**config.mk**
```make
export PLATFORM = sky130hd
export DESIGN_NAME = scel_ctrl
export DESIGN_NICKNAME = d
export VERILOG_FILES = /design/src/design/scel_pkg.sv /design/src/design/scel_ctrl.sv
export SDC_FILE = /design/constraint.sdc
export NUM_CORES = 1
export LEC_CHECK = 0
export BUFFER_PORTS_ARGS = -buffer_cell sky130_fd_sc_hd__buf_4
export CORE_AREA = 10 10 47 49
export CTS_BUF_LIST = sky130_fd_sc_hd__clkbuf_8
export CTS_CLUSTER_SIZE = 24
export DETAILED_ROUTE_END_ITERATION = 10
export DIE_AREA = 0 0 57 59
export REMOVE_ABC_BUFFERS = 1
export SETUP_SLACK_MARGIN = 0.2
export SKIP_LAST_GASP = 1
export SYNTH_ARGS = -nofsm -noshare
export SYNTH_HDL_FRONTEND = slang
export SYNTH_SLANG_ARGS = --single-unit
```
**constraint.sdc**
```tcl
create_clock -name clock -period 0.81 [get_ports clock]
set_input_delay 0.081 -clock clock [delete_from_list [all_inputs] [get_ports clock]]
set_output_delay 0.081 -clock clock [all_outputs]
set_load 0.005 [all_outputs]
```
**src/design/scel_pkg.sv**
```systemverilog
package scel_pkg;

   localparam int SCEL_LOG_DEPTH = 64;
   localparam int STATE_BITS     = 4;
   localparam logic [3:0] STATE_MASK = 4'((1 << STATE_BITS) - 1);

   localparam logic [2:0] OP_SNAPSHOT = 3'd0;
   localparam logic [2:0] OP_BOOT     = 3'd1;
   localparam logic [2:0] OP_MANUAL   = 3'd2;
   localparam logic [2:0] OP_READ     = 3'd3;
   localparam logic [2:0] OP_CLEAR    = 3'd4;

   localparam logic [1:0] KIND_LOGGED = 2'd0;
   localparam logic [1:0] KIND_READ   = 2'd1;
   localparam logic [1:0] KIND_RANGE  = 2'd2;

   localparam int EV_BOOT          = 0;
   localparam int EV_STATE         = 1;
   localparam int EV_FAULT_RAISED  = 2;
   localparam int EV_FAULT_CHANGED = 3;
   localparam int EV_FAULT_CLEARED = 4;
   localparam int EV_PRE_START     = 5;
   localparam int EV_PRE_DONE      = 6;
   localparam int EV_PRE_TIMEOUT   = 7;
   localparam int EV_OCV           = 8;
   localparam int EV_MANUAL        = 9;
   localparam int EV_COUNT         = 10;

   typedef struct packed {
      logic [2:0]         opcode;
      logic [31:0]        stamp_ms;
      logic [3:0]         new_state;
      logic [9:0]         fault_bits;
      logic               pchg_active;
      logic               pchg_done;
      logic               pchg_needed;
      logic               pchg_expired;
      logic               ocv_applied;
      logic [15:0]        volt_mv;
      logic signed [31:0] curr_ma;
      logic [5:0]         read_index;
   } req_type;

   typedef struct packed {
      logic [1:0]         result_kind;
      logic [3:0]         event_code;
      logic [31:0]        event_time_ms;
      logic [3:0]         old_state;
      logic [3:0]         cur_state;
      logic [9:0]         event_faults;
      logic [15:0]        event_voltage_mv;
      logic signed [31:0] event_current_ma;
      logic [6:0]         stored_count;
      logic               last_of_run;
   } rsp_type;

   typedef struct packed {
      logic [3:0]  code;
      logic [31:0] time_ms;
      logic [3:0]  old_state;
      logic [3:0]  cur_state;
      logic [9:0]  faults;
   } head_type;

   typedef struct packed {
      logic [15:0]        voltage_mv;
      logic signed [31:0] current_ma;
   } measure_type;

   typedef struct packed {
      logic accept;
      logic emit_event;
      logic emit_read;
   } cmd_type;

   typedef struct packed {
      logic has_events;
      logic is_read;
      logic last_event;
      logic out_free;
   } status_type;

endpackage

```
**src/design/scel_ctrl.sv**
```systemverilog
module scel_ctrl
   import scel_pkg::*;
(
   input  logic       clock,
   input  logic       reset,
   input  logic       req_valid,
   output logic       req_stall,
   input  status_type status,
   output cmd_type    cmd
);

   localparam logic [1:0] ST_IDLE   = 2'd0;
   localparam logic [1:0] ST_EVENTS = 2'd1;
   localparam logic [1:0] ST_READ   = 2'd2;

   logic [1:0] state_ff;
   logic [1:0] state_in;

   always_comb begin
      cmd.accept     = (state_ff == ST_IDLE) && req_valid;
      cmd.emit_event = (state_ff == ST_EVENTS) && status.out_free;
      cmd.emit_read  = (state_ff == ST_READ) && status.out_free;
      req_stall      = (state_ff != ST_IDLE);
   end

   always_comb begin
      state_in = state_ff;
      unique case (state_ff)
         ST_IDLE: begin
            if (cmd.accept) begin
               priority if (status.is_read) state_in = ST_READ;
               else if (status.has_events) state_in = ST_EVENTS;
               else state_in = ST_IDLE;
            end
         end
         ST_EVENTS: begin
            if (cmd.emit_event && status.last_event) state_in = ST_IDLE;
         end
         ST_READ: begin
            if (cmd.emit_read) state_in = ST_IDLE;
         end
         default: state_in = ST_IDLE;
      endcase
   end

   always_ff @(posedge clock) begin
      if (reset) begin
         state_ff <= ST_IDLE;
      end else begin
         state_ff <= state_in;
      end
   end

endmodule

```
## After elaboration in Yosys (flattened, before gate mapping)

Cells that the tools add are included.

- Output and inout bits: 4
- Memories kept: 0
- Logic and storage cells: 19
- Memory bits (read-only): 0
- Latch bits: 0
- Bits in registers: 2
- Memory bits (writable): 0
- Bits of input ports: 7

- Div/mod/pow operators: 0
- Bitwise operators: 0
- Shift operators: 0
- Mux-type cells: 6
- Reductions and logical operators: 7
- Equal/unequal tests: 5
- $lt $le $gt $ge: 0
- $mul: 0
- Add/subtract/negate cells: 0

Operators by type and width:

| operator | number |
|---|---|
| $mux 2 | 4 |
| $pmux 2 s3 | 1 |
| $logic_and 1x1->1 | 4 |
| $ne 2x2->1 const B | 2 |
| $reduce_and 3->1 | 1 |
| $eq 2x1->1 const B | 1 |
| $eq 2x2->1 const B | 1 |
| $logic_not 2->1 | 1 |
| $ne 2x1->1 const B | 1 |
| $reduce_bool 2->1 | 1 |
| $mux 1 | 1 |

## Depth between registers and ports, before layout

Gate-level depths: netlist (run 1).

- Depth in word-level cells: 5
- Gate-level depth with buffers: 2
- Gate-level depth less buffers: 2

## Worst setup path after synthesis (run 1)

No wires, ideal clock.

- Path kind: reg2reg
- Start: register state_ff[0]
- End: register state_ff[0]
- Path buffers: 0
- Slack: -0.001 ns
- Setup time: 0.117 ns
- Cell stages (with the launch flop): 3
- Data arrival time: 0.694 ns
- Data required time: 0.693 ns
- Period minus slack after synthesis: 0.811 ns
- Cell sequence: dfxtp_1 > nor3b_2 > a22o_1

- Word-level cells in the longest chain between the ends: 5
- Elaborated cells between the ends (all ways): 12
- Those cells by class: eq/ne (5); mux (1); reduce/logical (6)

Ends and longest elaborated chain:

| item | line | source |
|---|---|---|
| start, declared | scel_ctrl.sv:16 | `logic [1:0] state_ff;` |
| start signal, assigned | scel_ctrl.sv:50 | `state_ff <= state_in;` |
| $eq 2x1->1 | scel_ctrl.sv:21, scel_ctrl.sv:28 |  |
| $logic_and 1x1->1 | scel_ctrl.sv:21 | `cmd.emit_event = (state_ff == ST_EVENTS) && status.out_free;` |
| $logic_and 1x1->1 | scel_ctrl.sv:37 | `if (cmd.emit_event && status.last_event) state_in = ST_IDLE;` |
| $ne 2x1->1 (no source line) | - |  |
| $reduce_and 3->1 (no source line) | - |  |

Parallel ways exist; a longest one is shown, timed or not.
A chain may end at the register's enable or synchronous reset.

## Final worst setup path (run 1)

- Start: register state_ff[1]
- End: output port req_stall

- Word-level cells in the longest chain between the ends: 1

Ends and longest elaborated chain:

| item | line | source |
|---|---|---|
| $reduce_bool 2->1 | scel_ctrl.sv:23 | `req_stall = (state_ff != ST_IDLE);` |
| end, declared | scel_ctrl.sv:7 | `output logic req_stall,` |

Every way passes these cells.

==> results.yml, run 1 <==
run_status:
  status: "complete, but fails checks"
  violations: "negative setup slack"
cells_and_area:
  post-route-util_pct: 22.2
  area_growth_pct: 131
  largest_register_ffs: 2
  final_layout_size_suffix_gt1_share_pct: 76.7
  reg_top3: "state_ff (2)"
  nets: 39
  top_register: "state_ff"
  fin_cells: 46
  insertedDiodeCount: 0
placement:
  routabilityCongestion: 0.638
  port_buffers: 10
  dp_cells: 41
  dpl.hpwl_um: 392
clocking:
  htreeDepth: 1
  cts_root_buf: "clkbuf_8"
  cts-hold-fix-buffers: 0
  clock_path_buffers: 2
  path_clk_slew_ns: 0.03
  cts_num_sinks: 2
  cts_tree: "built"
  clk_latency_ns: 0.21
  numCtsBuffers: 3
synthesis:
  synth_edf_count: 0
  synthTopCellsByCount: "dfxtp_1 (2), nand2_1 (2), nor3b_2 (2)"
  syn_inst: 14
  ys_types: 11
  ys_seq_area_share_pct: 29.6
  synth_ff_type: "dfxtp_1"
  yosys_warnings: 0
  async_flop_share_pct: 0
  ys_seq_elements: 2
  synth_top_area_share_pct: 29.6
  syn_area_per_cell_sq_um: 9.65
  yosys-top-cells-area: "dfxtp_1 (30%), nor3b_2 (19%), a211oi_2 (9.3%)"
  yosys.area.top_type: "dfxtp_1"
  syn_area_sq_um: 135
global_routing:
  antenna_found_initial: 0
  grt_pass1_vias: 211
  grt_overflow_total: 0
  grt_usage_pct: 3.97
  grt_pass1_wl_um: 890
  grt_max_degree: 7
floorplan:
  die_w_um: 57
  start_util_pct: 9.64
  die_h_um: 59
  std_cell_rows: 14
  core-area_sq_mm: 0.00140
  dieArea_sq_mm: 0.00336
  io_pins: 11
power_and_ir_drop:
  cellPowerDensity_mw_per_mm2: 1900
  power_mw: 0.593
  ir_drop_v: 0.000340
  p_leak_nw: 0.143
route:
  routed_via_density: 3.48
  drcViolationCount: 0
  firstDrtPassIters: 3
  post_drt_wl_per_cell_um: 11.0
  routed_wirelength_um: 507
  final_antenna_net_count: 0
  vias: 160
  drtIter0Drc: 1
timing:
  slew_headroom_pct: 89.3
  setup_slack_ns: -0.179
  fmax_mhz: 1010
  finalMaxSlewViolations: 0
  worst_pin_slew_ns: 0.160
  min_period_ns: 0.989
  fin_worst_skew_ns: 0.00305
  setup-violations-final: 6
  setup_tns_ns: -0.726
  grt_setup_unrepaired: "yes"
  fin_crit_sh_pct: 122
  finalHoldViolCount: 0
critical_path:
  crit_type: "register to output port"
  worstPathRequired_ns: 0.73
  critPathLaunchType: "register"
  worstPathMaxFanout: 5
  worst-endpoint-arrival_ns: 0.91
  endpoint_kind: "output port"
flow_run:
  drv_cap: 0
hold_path:
  hp-class: "primary input to register"
-- cells by family after synthesis --
logic type      share of synthesized area [%]
compound gates                           15.7
flops                                    29.6
simple gates                             54.6
-- critical path, stage by stage (launching register included) --
cell	delay [ns]
dfxtp_4	0.35
or2_4	0.24
buf_6	0.11
-- what timing repair did --
action                                  4_1_cts  5_1_grt
endpoints found under the setup margin        6        6
gates resized for setup                       6        1
setup buffers                                 2        0
pin swaps                                     7        3
-- cell usage in the layout, fill, tap and decap left out --
cell	n
clkbuf_8	3
buf_4	11
nand2b_1	1
nand3b_1	1
nor2_1	1
nor3b_2	2
buf_6	2
dfxtp_4	2
or2_4	1
a211oi_2	1
a22o_1	1
nor3b_1	1
nand2_1	2
and3b_2	1
-- cell type report --
class | instances | area [sq um]
Sequential cell | 2 | 47.5
Clock buffer | 3 | 41.3
Timing Repair Buffer | 13 | 105
Fill cell | 163 | 1090
Tap cell | 16 | 20.0
Multi-Input combinational cell | 12 | 97.6
-- per-stage QoR --
stage	setup WS [ns]	hold WS, ns	cell area [sq um]
6_report	-0.179	0.0541	312
5_1_grt	-0.211	0.0587	312
4_1_cts	-0.190	0.0456	308
3_5_place_dp	-0.0607	0.275	238
3_3_place_gp	-0.0396	0.276	238
2_1_floorplan	-0.00126	0.146	135
-- layer usage --
layer | share of wire (%) | track usage [%]
met1 | 33 | 2.72
met2 | 53 | 4.96
met3 | 13 | 3.43
met4 | 0 | 7.05
met5 | 0 | 0
-- where the power goes --
part | internal [mW] | switching [mW]
registers | 0.102 | 0.00746
logic | 0.0675 | 0.0301
clock network | 0.314 | 0.0725
-- path summary, 6_finish.rpt --
path	depth (start not counted)	slack, ns	from	end
setup / recovery	2	-0.18	state_ff[1]$_SDFFE_PP0P_	req_stall
hold / removal	2	0.05	reset	state_ff[1]$_SDFFE_PP0P_
setup reg to reg	3	-0.12	state_ff[1]$_SDFFE_PP0P_	state_ff[1]$_SDFFE_PP0P_
hold reg to reg	2	0.54	state_ff[0]$_SDFFE_PP0P_	state_ff[1]$_SDFFE_PP0P_
(Power assumes the default switching activity.)
==> inputs of run 2 (changes only) <==
Settings changed: BUFFER_PORTS_ARGS -buffer_cell sky130_fd_sc_hd__buf_4 to -buffer_cell sky130_fd_sc_hd__clkbuf_2.
Clock period 0.81 ns to 1.2 ns, I/O delays scaled along.
==> run 2 against run 1 <==
Effect of this change: the flow now finishes without violations; combinational power decreased by 47%; sequential cell count unchanged; clock skew decreased by 0.0029 ns; hold slack improved by 0.060 ns; clock power decreased by 32%; setup slack improved by 0.34 ns; sequential power decreased by 31%; sequential share of layout area increased by 1.9 points; via count decreased by 2.5%.
==> results.yml, run 2 (synthesis results as in run 1) <==
placement:
  port_buffers: 10
  dpl.hpwl_um: 375
  routabilityCongestion: 0.587
route:
  drtIter0Drc: 1
  post_drt_wl_per_cell_um: 11.1
  routed_wirelength_um: 490
  final_antenna_net_count: 0
  firstDrtPassIters: 2
  drcViolationCount: 0
  routed_via_density: 3.55
  vias: 156
timing:
  setup-violations-final: 0
  finalMaxSlewViolations: 0
  slew_headroom_pct: 88.3
  worst_pin_slew_ns: 0.175
  grt_setup_unrepaired: "yes"
  fin_worst_skew_ns: 0.000196
  fin_crit_sh_pct: 86.8
  setup_tns_ns: 0
  finalHoldViolCount: 0
  min_period_ns: 1.04
  fmax_mhz: 960
critical_path:
  reg2reg_slack_ns: 0.34
  reg2reg_from: "state_ff[1]$_SDFFE_PP0P_"
  startpoint: "state_ff[0]$_SDFFE_PP0P_"
  path_delay_family: "flip-flops"
  crit_cells: 2
  worst-endpoint-arrival_ns: 0.92
  path_buf_inv: 1
  worstPathMaxFanout: 6
  critPathLaunchType: "register"
  endpoint_kind: "output port"
  crit_slowest_cell: "dfxtp_4"
  cp_slowest_stage_delay_ns: 0.35
  crit_type: "register to output port"
  r2r_cells: 3
  worstPathRequired_ns: 1.08
  r2r-end: "state_ff[0]$_SDFFE_PP0P_"
  path_cells: "or2_4 > buf_6"
global_routing:
  grt_pass1_vias: 181
  grt_max_degree: 8
  grt_overflow_total: 0
  grt_pass1_wl_um: 786
  grt_usage_pct: 3.49
  antenna_found_initial: 0
power_and_ir_drop:
  ir_drop_v: 0.000202
  p_leak_nw: 0.127
  cellPowerDensity_mw_per_mm2: 1420
  power_mw: 0.393
cells_and_area:
  final_layout_size_suffix_gt1_share_pct: 75.0
  largest_register_ffs: 2
  final_cell_mix: "clkbuf_2 (7), clkbuf_8 (3), nand2_1 (2), buf_2 (2), dfxtp_4 (2)"
  nets: 37
  insertedDiodeCount: 0
  area_growth_pct: 105
  top_register: "state_ff"
  nFillCells: 167
  mostFrequentLayoutCell: "clkbuf_2"
  reg_top3: "state_ff (2)"
clocking:
  path_clk_slew_ns: 0.03
  clk_latency_ns: 0.21
  cts_root_buf: "clkbuf_8"
  cts_tree: "built"
  htreeDepth: 1
  cts-hold-fix-buffers: 0
  clock_path_buffers: 2
  cts_num_sinks: 2
  numCtsBuffers: 3
flow_run:
  drv_cap: 0
floorplan:
  io_pins: 11
  dieArea_sq_mm: 0.00336
  start_util_pct: 9.64
  core-area_sq_mm: 0.00140
  die_w_um: 57
  die_h_um: 59
  std_cell_rows: 14
hold_path:
  worstHoldPathCells: 2
  hp-class: "primary input to register"
  holdPathEnd: "state_ff[1]$_SDFFE_PP0P_"
  hold_start: "reset"
run_status:
  status: "finished clean"
## run 2: layout make-up
| type | count | area [sq um] | share of cell area [%] |
|---|---|---|---|
| Clock buffer | 3 | 41.3 | 14.9 |
| Timing Repair Buffer | 11 | 63.8 | 23.1 |
| Multi-Input combinational cell | 12 | 104 | 37.6 |
| Tap cell | 16 | 20.0 | 7.24 |
| Sequential cell | 2 | 47.5 | 17.2 |
## run 2: metal layers
layer,track usage [%],wire [um]
met5,0,0
met4,7.05,24
met3,2.79,73
met2,3.57,212
met1,2.84,180
## run 2: where the power goes
part | internal (mW) | total, mW | switching (mW) | leakage, nW
Combinational | 0.0342 | 0.0522 | 0.0180 | 0.0877
Sequential | 0.0690 | 0.0763 | 0.00733 | 0.0178
Clock | 0.212 | 0.264 | 0.0521 | 0.0216
Total | 0.315 | 0.393 | 0.0774 | 0.127
## run 2: worst max path at each step
stage / endpoint / slack [ns]
2_1_floorplan: state_ff[0]$_SDFFE_PP0P_ / 0.39
3_3_place_gp: cmd[1] / 0.32
3_5_place_dp: cmd[1] / 0.30
4_1_cts: cmd[2] / 0.14
5_1_grt: cmd[2] / 0.13
6_report: req_stall / 0.16
## run 2: through the flow
step,util [%],std cells,hold WS (ns),setup slack [ns],instance area (sq um)
3_5_place_dp,14.6,40,0.343,0.302,205
4_1_cts,18.8,44,0.111,0.138,264
2_1_floorplan,-,14,0.185,0.389,135
5_1_grt,19.7,44,0.122,0.125,277
3_3_place_gp,14.6,40,0.339,0.323,205
6_report,19.7,44,0.114,0.158,277
## run 2: worst reg2reg max path, cell delays in order, from the launching register on
cell and delay, ns:
dfxtp_4 0.36, buf_4 0.14, nor3b_2 0.16, a22o_1 0.14
## run 2: repair_timing
action	CTS	global route
pin swaps	1	2
buffers inserted	1	0
endpoints found under the hold margin	0	0
gates resized for setup	5	4
setup endpoints to repair	4	4
==> inputs of run 3 (changes only) <==
Settings changed: GPL_ROUTABILITY_DRIVEN from default to 0, PLACE_DENSITY from default to 0.3.
==> run 3 against run 2 <==
Effect of this change: die area unchanged; hold slack worse by 0.0023 ns; sequential share of layout area down 0.077 points; fmax up 0.82%; non-clock buffer count up 1; clock power down 2%; setup slack better by 0.0084 ns; final cell count up 2.3%.
==> results.yml, run 3 (synthesis results as in run 1) <==
clocking:
  path_clk_slew_ns: 0.03
  cts_tree: "built"
  clock_path_buffers: 2
  numCtsBuffers: 3
  htreeDepth: 1
  clk_latency_ns: 0.21
  cts_root_buf: "clkbuf_8"
  cts_num_sinks: 2
critical_path:
  path_buf_inv: 1
  path_cells: "or2_4 > clkbuf_2"
  cp_slowest_stage_delay_ns: 0.35
  worst-endpoint-arrival_ns: 0.91
  worstPathMaxFanout: 6
  worstPathRequired_ns: 1.08
  path_delay_family: "flip-flops"
  critPathLaunchType: "register"
  crit_type: "register to output port"
  crit_slowest_cell: "dfxtp_4"
  endpoint_kind: "output port"
floorplan:
  io_pins: 11
  dieArea_sq_mm: 0.00336
  die_h_um: 59
  die_w_um: 57
  start_util_pct: 9.64
  core-area_sq_mm: 0.00140
  std_cell_rows: 14
placement:
  dpl_worst_slack_ns: 0.310
  place_area_sq_um: 205
  port_buffers: 10
  dp_cells: 40
route:
  routed_wirelength_um: 502
  routed_via_density: 3.62
  final_antenna_net_count: 0
  drtIter0Drc: 2
  firstDrtPassIters: 2
  post_drt_wl_per_cell_um: 11.2
  drcViolationCount: 0
  vias: 163
timing:
  worst_pin_slew_ns: 0.167
  finalHoldViolCount: 0
  grt_setup_unrepaired: "yes"
  min_period_ns: 1.03
  setup_tns_ns: 0
  fin_crit_sh_pct: 86.1
  setup-violations-final: 0
  fin_worst_skew_ns: 0.000490
  whs_ns: 0.112
  finalMaxSlewViolations: 0
  setup_slack_ns: 0.166
  fmax_mhz: 967
  slew_headroom_pct: 88.8
cells_and_area:
  nets: 38
  insertedDiodeCount: 0
  final_layout_size_suffix_gt1_share_pct: 75.9
  area_growth_pct: 106
  post-route-util_pct: 19.8
  top_register: "state_ff"
  final_cell_mix: "clkbuf_2 (9), clkbuf_8 (3), nand2_1 (2), buf_4 (2), dfxtp_4 (2)"
  largest_register_ffs: 2
  fin_cells: 45
  mostFrequentLayoutCell: "clkbuf_2"
  reg_top3: "state_ff (2)"
  stdcell_area_sq_um: 278
global_routing:
  antenna_found_initial: 0
  grt_overflow_total: 0
  grt_pass1_vias: 203
  grt_max_degree: 7
  grt_pass1_wl_um: 807
  grt_usage_pct: 3.41
power_and_ir_drop:
  swShare_pct: 19.0
  p_int_mw: 0.313
  ir_drop_v: 0.000284
  p_leak_nw: 0.130
  power_mw: 0.387
  cellPowerDensity_mw_per_mm2: 1390
  p_switching_mw: 0.0735
  combPwrFrac_pct: 13.2
  clkPwrFrac_pct: 67.2
  seqPwrFrac_pct: 19.6
flow_run:
  drv_cap: 0
run_status:
  status: "finished clean"
hold_path:
  hp-class: "primary input to register"
-- run 3: cell count changes in the layout (fill, tap and decap cells not counted), sizes merged --
cell,change
buf,-1
clkbuf,+2
-- run 3: what timing repair did --
item	CTS	global route
setup buffers	1	1
hold buffers	0	0
setup endpoints to repair	4	4
gates resized for setup	5	2
pin swaps	2	1
-- run 3: cell type report --
type | count | area (sq um)
Clock buffer | 3 | 41.3
Fill cell | 164 | 1120
Multi-Input combinational cell | 12 | 104
Sequential cell | 2 | 47.5
Tap cell | 16 | 20.0
Timing Repair Buffer | 12 | 65.1
-- run 3: final timing paths --
kind / start / to / slack (ns) / cells past startpoint
worst min register to register: state_ff[0]$_SDFFE_PP0P_ / state_ff[1]$_SDFFE_PP0P_ / 0.55 / 2
worst max-delay path: state_ff[1]$_SDFFE_PP0P_ / req_stall / 0.17 / 2
worst max register to register: state_ff[1]$_SDFFE_PP0P_ / state_ff[0]$_SDFFE_PP0P_ / 0.33 / 3
worst min-delay path: reset / state_ff[1]$_SDFFE_PP0P_ / 0.11 / 2
-- run 3: worst reg2reg max path, stage by stage (launching register included) --
cell	delay, ns
dfxtp_4	0.35
buf_4	0.14
nor3b_2	0.16
a22o_1	0.15
-- run 3: power groups by stage --
| stage | Sequential (mW) | Clock (mW) | Combinational (mW) |
|---|---|---|---|
| detailed placement | 0.0777 | 0 | 0.0413 |
| global placement | 0.0774 | 0 | 0.0427 |
| CTS | 0.0746 | 0.271 | 0.0469 |
| floorplan | 0.0762 | 0 | 0.0188 |
| finish | 0.0758 | 0.260 | 0.0511 |
| global route | 0.0764 | 0.281 | 0.0565 |
-- run 3: metal layers --
| layer | wire length (um) | GRT usage (%) |
|---|---|---|
| met1 | 237 | 3.07 |
| met2 | 163 | 3.10 |
| met3 | 101 | 5.15 |
| met4 | 0 | 3.02 |
| met5 | 0 | 0 |
